<file path="src/rtl/core/rse_pkg.sv">
// ----------------------------------------------------------------------------
// rse_pkg
// Shared constants for the RPN stack evaluator: item kinds, operator bytes,
// status codes and stream field widths.
// ----------------------------------------------------------------------------
package rse_pkg;

  localparam int unsigned StackDepthDef = 16;

  localparam int unsigned DataW  = 32;
  localparam int unsigned OpW    = 8;
  localparam int unsigned FuncW  = 2;
  localparam int unsigned StatW  = 3;
  localparam int unsigned InTdataW  = 40;   // op_char + const_value, byte padded
  localparam int unsigned OutTdataW = 40;   // result + status, byte padded

  localparam logic [FuncW-1:0] FUNC_PUSH  = 2'd0;
  localparam logic [FuncW-1:0] FUNC_BIN   = 2'd1;
  localparam logic [FuncW-1:0] FUNC_UNARY = 2'd2;

  localparam logic [OpW-1:0] OP_ADD = 8'h2B;
  localparam logic [OpW-1:0] OP_SUB = 8'h2D;
  localparam logic [OpW-1:0] OP_MUL = 8'h2A;
  localparam logic [OpW-1:0] OP_DIV = 8'h2F;

  localparam logic [StatW-1:0] ST_OK    = 3'd0;
  localparam logic [StatW-1:0] ST_UNDER = 3'd1;
  localparam logic [StatW-1:0] ST_OVER  = 3'd2;
  localparam logic [StatW-1:0] ST_DIVZ  = 3'd3;
  localparam logic [StatW-1:0] ST_DEPTH = 3'd4;

endpackage

</file>
<file path="src/rtl/core/rpn_stack_evaluator_unit.sv">
// ----------------------------------------------------------------------------
// rpn_stack_evaluator_unit
// Postfix expression evaluator on a bounded stack of 32-bit signed integers.
// ----------------------------------------------------------------------------
// The top of stack lives in a register and the entries below it in a RAM with
// a registered read. A push and a unary operator or an unknown kind pass
// through S_DECODE and S_FIN; a binary '+', '-', '*' or unknown operator adds
// S_EXEC (one RAM read for the first operand), and a '/' adds S_DIV and S_DFIN
// on the restoring divider that retires one quotient bit per cycle; a '/' by
// zero skips the divider, and an item that underflows or overflows goes from
// S_DECODE to S_FIN. The input is not ready while an item is in work. On the
// item with tlast set, one result transfer carries the bottom entry (zero on a
// fault) and the sticky status; the stack and status then clear. A finished
// result waits in the output register while the next item is taken; a later
// tlast item that finds it still waiting holds in S_FIN, input not ready,
// until that result transfers.
module rpn_stack_evaluator_unit #(
  parameter int unsigned STACK_DEPTH = rse_pkg::StackDepthDef
) (
  input  logic                           clk_i,
  input  logic                           rst_ni,
  input  logic                           s_axis_tvalid,
  output logic                           s_axis_tready,
  input  logic [rse_pkg::InTdataW-1:0]   s_axis_tdata,   // op_char, const_value
  input  logic [rse_pkg::FuncW-1:0]      s_axis_tuser,   // func
  input  logic                           s_axis_tlast,   // end_of_expr
  output logic                           m_axis_tvalid,
  input  logic                           m_axis_tready,
  output logic [rse_pkg::OutTdataW-1:0]  m_axis_tdata    // result, status
);

  localparam int unsigned CW = $clog2(STACK_DEPTH + 1);
  localparam int unsigned AW = $clog2(STACK_DEPTH);
  localparam int unsigned DW = rse_pkg::DataW;

  typedef enum logic [5:0] {
    S_IDLE   = 6'b000001,
    S_DECODE = 6'b000010,
    S_EXEC   = 6'b000100,
    S_DIV    = 6'b001000,
    S_DFIN   = 6'b010000,
    S_FIN    = 6'b100000
  } state_e;

  state_e state_q, state_d;

  logic [CW-1:0]               count_q, count_d;
  logic [rse_pkg::StatW-1:0]   err_q, err_d;
  logic                        out_valid_q, out_valid_d;

  logic [DW-1:0]               tos_q, tos_d;
  logic [rse_pkg::FuncW-1:0]   func_q;
  logic [rse_pkg::OpW-1:0]     op_q;
  logic [DW-1:0]               cval_q;
  logic                        last_q;
  logic [DW-1:0]               out_res_q, out_res_d;
  logic [rse_pkg::StatW-1:0]   out_st_q, out_st_d;

  logic [DW-1:0]               rem_q, rem_d;
  logic [DW-1:0]               quo_q, quo_d;
  logic [DW-1:0]               den_q, den_d;
  logic [4:0]                  dcnt_q, dcnt_d;
  logic                        dneg_q, dneg_d;

  logic                        in_xfer;
  logic                        ram_we;
  logic [CW-1:0]               count_m1, count_m2;
  logic [DW-1:0]               opnd_a, opnd_b, mul_lo;
  logic [DW:0]                 trial;
  logic [rse_pkg::StatW-1:0]   fin_st;

  assign in_xfer       = s_axis_tvalid && s_axis_tready;
  assign s_axis_tready = (state_q == S_IDLE);
  assign m_axis_tvalid = out_valid_q;
  assign m_axis_tdata  = {{(rse_pkg::OutTdataW - DW - rse_pkg::StatW){1'b0}},
                          out_st_q, out_res_q};

  assign count_m1 = count_q - CW'(1);
  assign count_m2 = count_q - CW'(2);
  assign opnd_b   = tos_q;
  assign mul_lo   = DW'(opnd_a * opnd_b);
  assign trial    = {rem_q, quo_q[DW-1]} - {1'b0, den_q};
  assign ram_we   = (state_q == S_DECODE) && (func_q == rse_pkg::FUNC_PUSH) &&
                    (count_q < CW'(STACK_DEPTH)) && (count_q != '0);

  rse_ram #(
    .WIDTH (DW),
    .DEPTH (STACK_DEPTH)
  ) u_stack_ram (
    .clk_i   (clk_i),
    .we_i    (ram_we),
    .waddr_i (count_m1[AW-1:0]),
    .wdata_i (tos_q),
    .raddr_i (count_m2[AW-1:0]),
    .rdata_o (opnd_a)
  );

  always_comb begin
    state_d     = state_q;
    count_d     = count_q;
    err_d       = err_q;
    tos_d       = tos_q;
    out_valid_d = out_valid_q;
    out_res_d   = out_res_q;
    out_st_d    = out_st_q;
    rem_d       = rem_q;
    quo_d       = quo_q;
    den_d       = den_q;
    dcnt_d      = dcnt_q;
    dneg_d      = dneg_q;
    fin_st      = ((err_q == rse_pkg::ST_OK) && (count_q != CW'(1))) ?
                  rse_pkg::ST_DEPTH : err_q;

    if (out_valid_q && m_axis_tready) begin
      out_valid_d = 1'b0;
    end

    case (state_q)
      S_IDLE: begin
        if (in_xfer) begin
          state_d = S_DECODE;
        end
      end
      S_DECODE: begin
        state_d = S_FIN;
        case (func_q)
          rse_pkg::FUNC_PUSH: begin
            if (count_q >= CW'(STACK_DEPTH)) begin
              if (err_q == rse_pkg::ST_OK) err_d = rse_pkg::ST_OVER;
            end else begin
              tos_d   = cval_q;
              count_d = count_q + CW'(1);
            end
          end
          rse_pkg::FUNC_BIN: begin
            if (count_q < CW'(2)) begin
              if (err_q == rse_pkg::ST_OK) err_d = rse_pkg::ST_UNDER;
            end else begin
              state_d = S_EXEC;
            end
          end
          rse_pkg::FUNC_UNARY: begin
            if (count_q == '0) begin
              if (err_q == rse_pkg::ST_OK) err_d = rse_pkg::ST_UNDER;
            end else begin
              tos_d = (op_q == rse_pkg::OP_SUB) ? (DW'(0) - tos_q) : '0;
            end
          end
          default: ;
        endcase
      end
      S_EXEC: begin
        count_d = count_m1;
        state_d = S_FIN;
        case (op_q)
          rse_pkg::OP_ADD: tos_d = opnd_a + opnd_b;
          rse_pkg::OP_SUB: tos_d = opnd_a - opnd_b;
          rse_pkg::OP_MUL: tos_d = mul_lo;
          rse_pkg::OP_DIV: begin
            if (opnd_b == '0) begin
              tos_d = '0;
              if (err_q == rse_pkg::ST_OK) err_d = rse_pkg::ST_DIVZ;
            end else begin
              quo_d   = opnd_a[DW-1] ? (DW'(0) - opnd_a) : opnd_a;
              den_d   = opnd_b[DW-1] ? (DW'(0) - opnd_b) : opnd_b;
              rem_d   = '0;
              dcnt_d  = '0;
              dneg_d  = opnd_a[DW-1] ^ opnd_b[DW-1];
              state_d = S_DIV;
            end
          end
          default: tos_d = '0;
        endcase
      end
      S_DIV: begin
        if (!trial[DW]) begin
          rem_d = trial[DW-1:0];
          quo_d = {quo_q[DW-2:0], 1'b1};
        end else begin
          rem_d = {rem_q[DW-2:0], quo_q[DW-1]};
          quo_d = {quo_q[DW-2:0], 1'b0};
        end
        dcnt_d = dcnt_q + 5'd1;
        if (dcnt_q == 5'd31) begin
          state_d = S_DFIN;
        end
      end
      S_DFIN: begin
        tos_d   = dneg_q ? (DW'(0) - quo_q) : quo_q;
        state_d = S_FIN;
      end
      S_FIN: begin
        if (!last_q) begin
          state_d = S_IDLE;
        end else if (!out_valid_q || m_axis_tready) begin
          out_valid_d = 1'b1;
          out_st_d    = fin_st;
          out_res_d   = (fin_st == rse_pkg::ST_OK) ? tos_q : '0;
          count_d     = '0;
          err_d       = rse_pkg::ST_OK;
          state_d     = S_IDLE;
        end
      end
      default: state_d = S_IDLE;
    endcase
  end

  always_ff @(posedge clk_i or negedge rst_ni) begin
    if (!rst_ni) begin
      state_q     <= S_IDLE;
      count_q     <= '0;
      err_q       <= rse_pkg::ST_OK;
      out_valid_q <= 1'b0;
      dcnt_q      <= '0;
    end else begin
      state_q     <= state_d;
      count_q     <= count_d;
      err_q       <= err_d;
      out_valid_q <= out_valid_d;
      dcnt_q      <= dcnt_d;
    end
  end

  always_ff @(posedge clk_i) begin
    if (in_xfer) begin
      func_q <= s_axis_tuser;
      op_q   <= s_axis_tdata[rse_pkg::OpW-1:0];
      cval_q <= s_axis_tdata[rse_pkg::OpW +: DW];
      last_q <= s_axis_tlast;
    end
    tos_q     <= tos_d;
    out_res_q <= out_res_d;
    out_st_q  <= out_st_d;
    rem_q     <= rem_d;
    quo_q     <= quo_d;
    den_q     <= den_d;
    dneg_q    <= dneg_d;
  end

endmodule

</file>
<file path="src/rtl/core/rse_ram.sv">
// ----------------------------------------------------------------------------
// rse_ram
// Generic single-write, single-read RAM with registered read data.
// ----------------------------------------------------------------------------
module rse_ram #(
  parameter int unsigned WIDTH = 32,
  parameter int unsigned DEPTH = 16
) (
  input  logic                     clk_i,
  input  logic                     we_i,
  input  logic [$clog2(DEPTH)-1:0] waddr_i,
  input  logic [WIDTH-1:0]         wdata_i,
  input  logic [$clog2(DEPTH)-1:0] raddr_i,
  output logic [WIDTH-1:0]         rdata_o
);

  logic [WIDTH-1:0] mem_q [DEPTH];

  always_ff @(posedge clk_i) begin
    if (we_i) begin
      mem_q[waddr_i] <= wdata_i;
    end
    rdata_o <= mem_q[raddr_i];
  end

endmodule

</file>
<file path="config.mk">
export PLATFORM = sky130hd
export DESIGN_NAME = rpn_stack_evaluator_unit
export DESIGN_NICKNAME = d
export VERILOG_FILES = /design/src/rtl/core/rse_pkg.sv /design/src/rtl/core/rpn_stack_evaluator_unit.sv /design/src/rtl/core/rse_ram.sv
export SDC_FILE = /design/constraint.sdc
export NUM_CORES = 2
export LEC_CHECK = 0
export CORE_MARGIN = 2
export CORE_UTILIZATION = 50
export DETAILED_ROUTE_END_ITERATION = 8
export DONT_BUFFER_PORTS = 1
export SLEW_MARGIN = 20
export SYNTH_ARGS = -nofsm -noshare
export SYNTH_HDL_FRONTEND = slang
export SYNTH_SLANG_ARGS = --single-unit
</file>
<file path="constraint.sdc">
create_clock -name clk_i -period 24.2 [get_ports clk_i]
set_input_delay 2.42 -clock clk_i [delete_from_list [all_inputs] [get_ports clk_i]]
set_output_delay 2.42 -clock clk_i [all_outputs]
set_load 0.1 [all_outputs]
</file>
==> impl_metrics.env <==
export IMPL_run_status="finished, final reports clean"
export IMPL_final_common_cell="edfxtp_1"
export IMPL_worst_clock_skew_ns=0.0419
export IMPL_setup_viol=0
export IMPL_io_buffers=0
export IMPL_critPathCaptureType="register"
export IMPL_crit_start="opnd_b[2]"
export IMPL_top_usage_layer="met2"
export IMPL_dpl_hpwl_mm=94.0
export IMPL_hold_viol=0
export IMPL_crit_path_top_delay_cell="edfxtp_1"
export IMPL_num_vias=33259
export IMPL_yosysTopAreaCell="edfxtp_1"
export IMPL_synth_seq_area_share=0.442
export IMPL_synth_flop_cell="edfxtp_1"
export IMPL_gp_congestion=0.938
export IMPL_path_clk_slew_ns=0.06
export IMPL_root_buffer="clkbuf_16"
export IMPL_met3_usage=0.0401
export IMPL_syn_area_per_cell_um2=12.3
export IMPL_ys_types=78
export IMPL_reg2reg_slack_ns=15.62
export IMPL_holdPathStages=2
export IMPL_async_reset_ff_frac=0.0247
export IMPL_path_class="register to register"
export IMPL_h_tree_depth=3
export IMPL_fp_row_count=117
export IMPL_use_met1=0.382
export IMPL_critPathMaxStageDelay_ns=1.03
export IMPL_multi_input_area_um2=26300
export IMPL_area_growth_pct=9.45
export IMPL_wire_per_inst_um=25.8
export IMPL_clock_sinks=770
export IMPL_required_ns=24.62
export IMPL_io_pin_count=89
export IMPL_final_util=0.552
export IMPL_finalSetupTns_ns=0
export IMPL_synth_edf_count=719
export IMPL_slew_headroom=0.220
export IMPL_grt_pass1_wl_mm=216
export IMPL_maxCapViolCount=0
export IMPL_cp_arrival_ns=9.00
export IMPL_hp_class="register to register"
export IMPL_max_freq_mhz=117
export IMPL_clkLatencyLatePin_ns=0.69
export IMPL_die_area_um2=105000
export IMPL_grt_max_degree=66
export IMPL_tightestPinTransition_ns=1.17
export IMPL_initial_utilization=0.504
export IMPL_grt_use_total=0.275
export IMPL_seqCellArea_um2=22700
export IMPL_use_met2=0.450
export IMPL_synthTopCellsByArea="edfxtp_1 (42%), fa_1 (16%), mux4_2 (7.0%)"
export IMPL_coreArea_um2=102000
export IMPL_grt_pass1_vias=33942
export IMPL_cts_buffers=84
export IMPL_antenna_found_initial=7
export IMPL_r2r_end="opnd_b[31]"
export IMPL_r2r_start="opnd_b[2]"
export IMPL_tritoncts="yes"
export IMPL_cp_max_fo=31
export IMPL_wl_mm=144
export IMPL_cpMostUsedCell="fa_1"
export IMPL_clk_path_buf_depth=3
export IMPL_dieWidth_um=325
export IMPL_r2r_cells=24
export IMPL_cts_resized_gates=0
export IMPL_die_h_um=325
export IMPL_post_cts_setup_buffers=0
export IMPL_crit_path_start_kind="register"
export IMPL_synth_seq_cells=770
export IMPL_maxSlewViolCount=0
export IMPL_drc=0
export IMPL_overflow=0
export IMPL_drive_above_1_share=0.108
export IMPL_final_period_utilization=0.355
export IMPL_first_iter_violations=3176
export IMPL_firstDrtPassIters=5
export IMPL_setup_worst_path_end="opnd_b[31]"
export IMPL_ant_nets=0
export IMPL_mostFrequentLayoutCells="edfxtp_1 (719), inv_1 (448), nand2_1 (418)"
export IMPL_finalCriticalPeriod_ns=8.58
export IMPL_crit_chain="buf_4, and2_1, fa_1, inv_1, fa_1, fa_1, fa_1, inv_1, fa_1, inv_1, fa_1, inv_1, fa_1, fa_1, ha_1, a21oi_1, o211ai_1, a2111oi_0, o211ai_1, a31o_2, a2bb2oi_1, xor2_1, o221ai_1, a311o_1"
export IMPL_avgViaCountPerCell=5.96
export IMPL_syn_area_um2=51400
export IMPL_rsz0062_at_grt="no"
export IMPL_nFillCells=8648
export IMPL_postSynthCellCount=4179
export IMPL_yosysTopAreaCellShare=0.420
export IMPL_hold_buffers=0
export IMPL_nets=4804
export IMPL_yosysWarnings=0
-- registers in the layout (all words and copies together), names as in the netlist, 3 cells and up --
signal,flops
opnd_b,32
u_stack_ram.rdata_o,32
cval_q,32
state_q,6
u_stack_ram.mem_q,512
den_q,32
count_q,5
rem_q,32
out_res_q,32
op_q,8
dcnt_q,5
out_st_q,3
quo_q,32
-- worst min-delay path by stage --
stage          startpoint   endpoint  slack, ns
4_1_cts         dcnt_q[4]  dcnt_q[4]       0.52
5_1_grt         dcnt_q[4]  dcnt_q[4]       0.56
6_report        dcnt_q[4]  dcnt_q[4]       0.51
2_1_floorplan   dcnt_q[2]  dcnt_q[2]       0.47
3_3_place_gp    dcnt_q[4]  dcnt_q[4]       0.49
3_5_place_dp    dcnt_q[4]  dcnt_q[4]       0.50
-- area by class of cell --
class | count | area share
diodes | 2 | 0.0000890
clock buffers | 109 | 0.0407
clock inverters | 49 | 0.0128
inverters | 449 | 0.0300
multi-input cells | 2731 | 0.467
flip-flops and latches | 770 | 0.404
well taps | 1368 | 0.0304
repair buffers | 106 | 0.0148
-- layer usage --
layer	part of all wire	wire (µm)
met1	0.42	60000
met2	0.48	68500
met3	0.076	11000
met4	0.031	4410
met5	0.000063	9
-- logic make-up (layout without fill, tap and decap cells) --
| logic type | Yosys count | after routing | synth area share |
|---|---|---|---|
| xor+xnor | 270 | 270 | 0.0463 |
| buf+inv | 682 | 713 | 0.0504 |
| other cells | 1 | 7 | 0.0000730 |
| compound gates | 496 | 496 | 0.0629 |
| flops | 770 | 770 | 0.442 |
| mux | 186 | 186 | 0.0753 |
| simple gates | 1159 | 1159 | 0.113 |
| fa+ha+maj | 615 | 615 | 0.210 |
-- stage by stage --
step	std cells	setup slack (ns)	instance area (µm²)	hold WS, ns
final	5584	15.62	56200	0.511
after detailed placement	5423	15.77	53200	0.501
after CTS	5581	15.72	56200	0.517
after global placement	5422	15.90	53200	0.489
after floorplan	4183	16.63	51400	0.471
after global routing	5582	15.30	56200	0.557
-- cells in the mapped netlist, types with 13 or more instances --
| library cell | instances |
|---|---|
| edfxtp_1 | 719 |
| inv_1 | 448 |
| nand2_1 | 419 |
| fa_1 | 410 |
| and2_1 | 346 |
| ha_1 | 205 |
| clkbuf_1 | 202 |
| mux4_2 | 160 |
| nor2_1 | 157 |
| xnor2_1 | 143 |
| o21ai_0 | 129 |
| xor2_1 | 126 |
| a21oi_1 | 106 |
| nor3_1 | 38 |
| nand3_1 | 35 |
| dfxtp_1 | 32 |
| a21o_1 | 29 |
| nand2b_1 | 28 |
| o21a_1 | 25 |
| o31ai_1 | 25 |
| a22oi_1 | 24 |
| or3_1 | 24 |
| buf_1 | 23 |
| mux2i_1 | 23 |
| o221ai_1 | 19 |
| and3_1 | 18 |
| dfrtp_1 | 18 |
| nor2b_1 | 15 |
| nor4_1 | 15 |
| o22ai_1 | 15 |
| a211oi_1 | 14 |
| a22o_1 | 13 |
| a31oi_1 | 13 |
-- worst max-delay path, delay by kind of cell (launching register included) --
kind                     cells  cell delay, ns
adder cells (fa/ha/maj)      9            4.08
AO/OA/AOI/OAI                8            1.98
flip-flops                   1            1.03
buffers and inverters        5            0.81
AND/OR/NAND/NOR              1            0.23
XOR/XNOR                     1            0.18
Power is not shown: default switching activity piles up to over one toggle a cycle in this logic, so the estimate is an artifact.
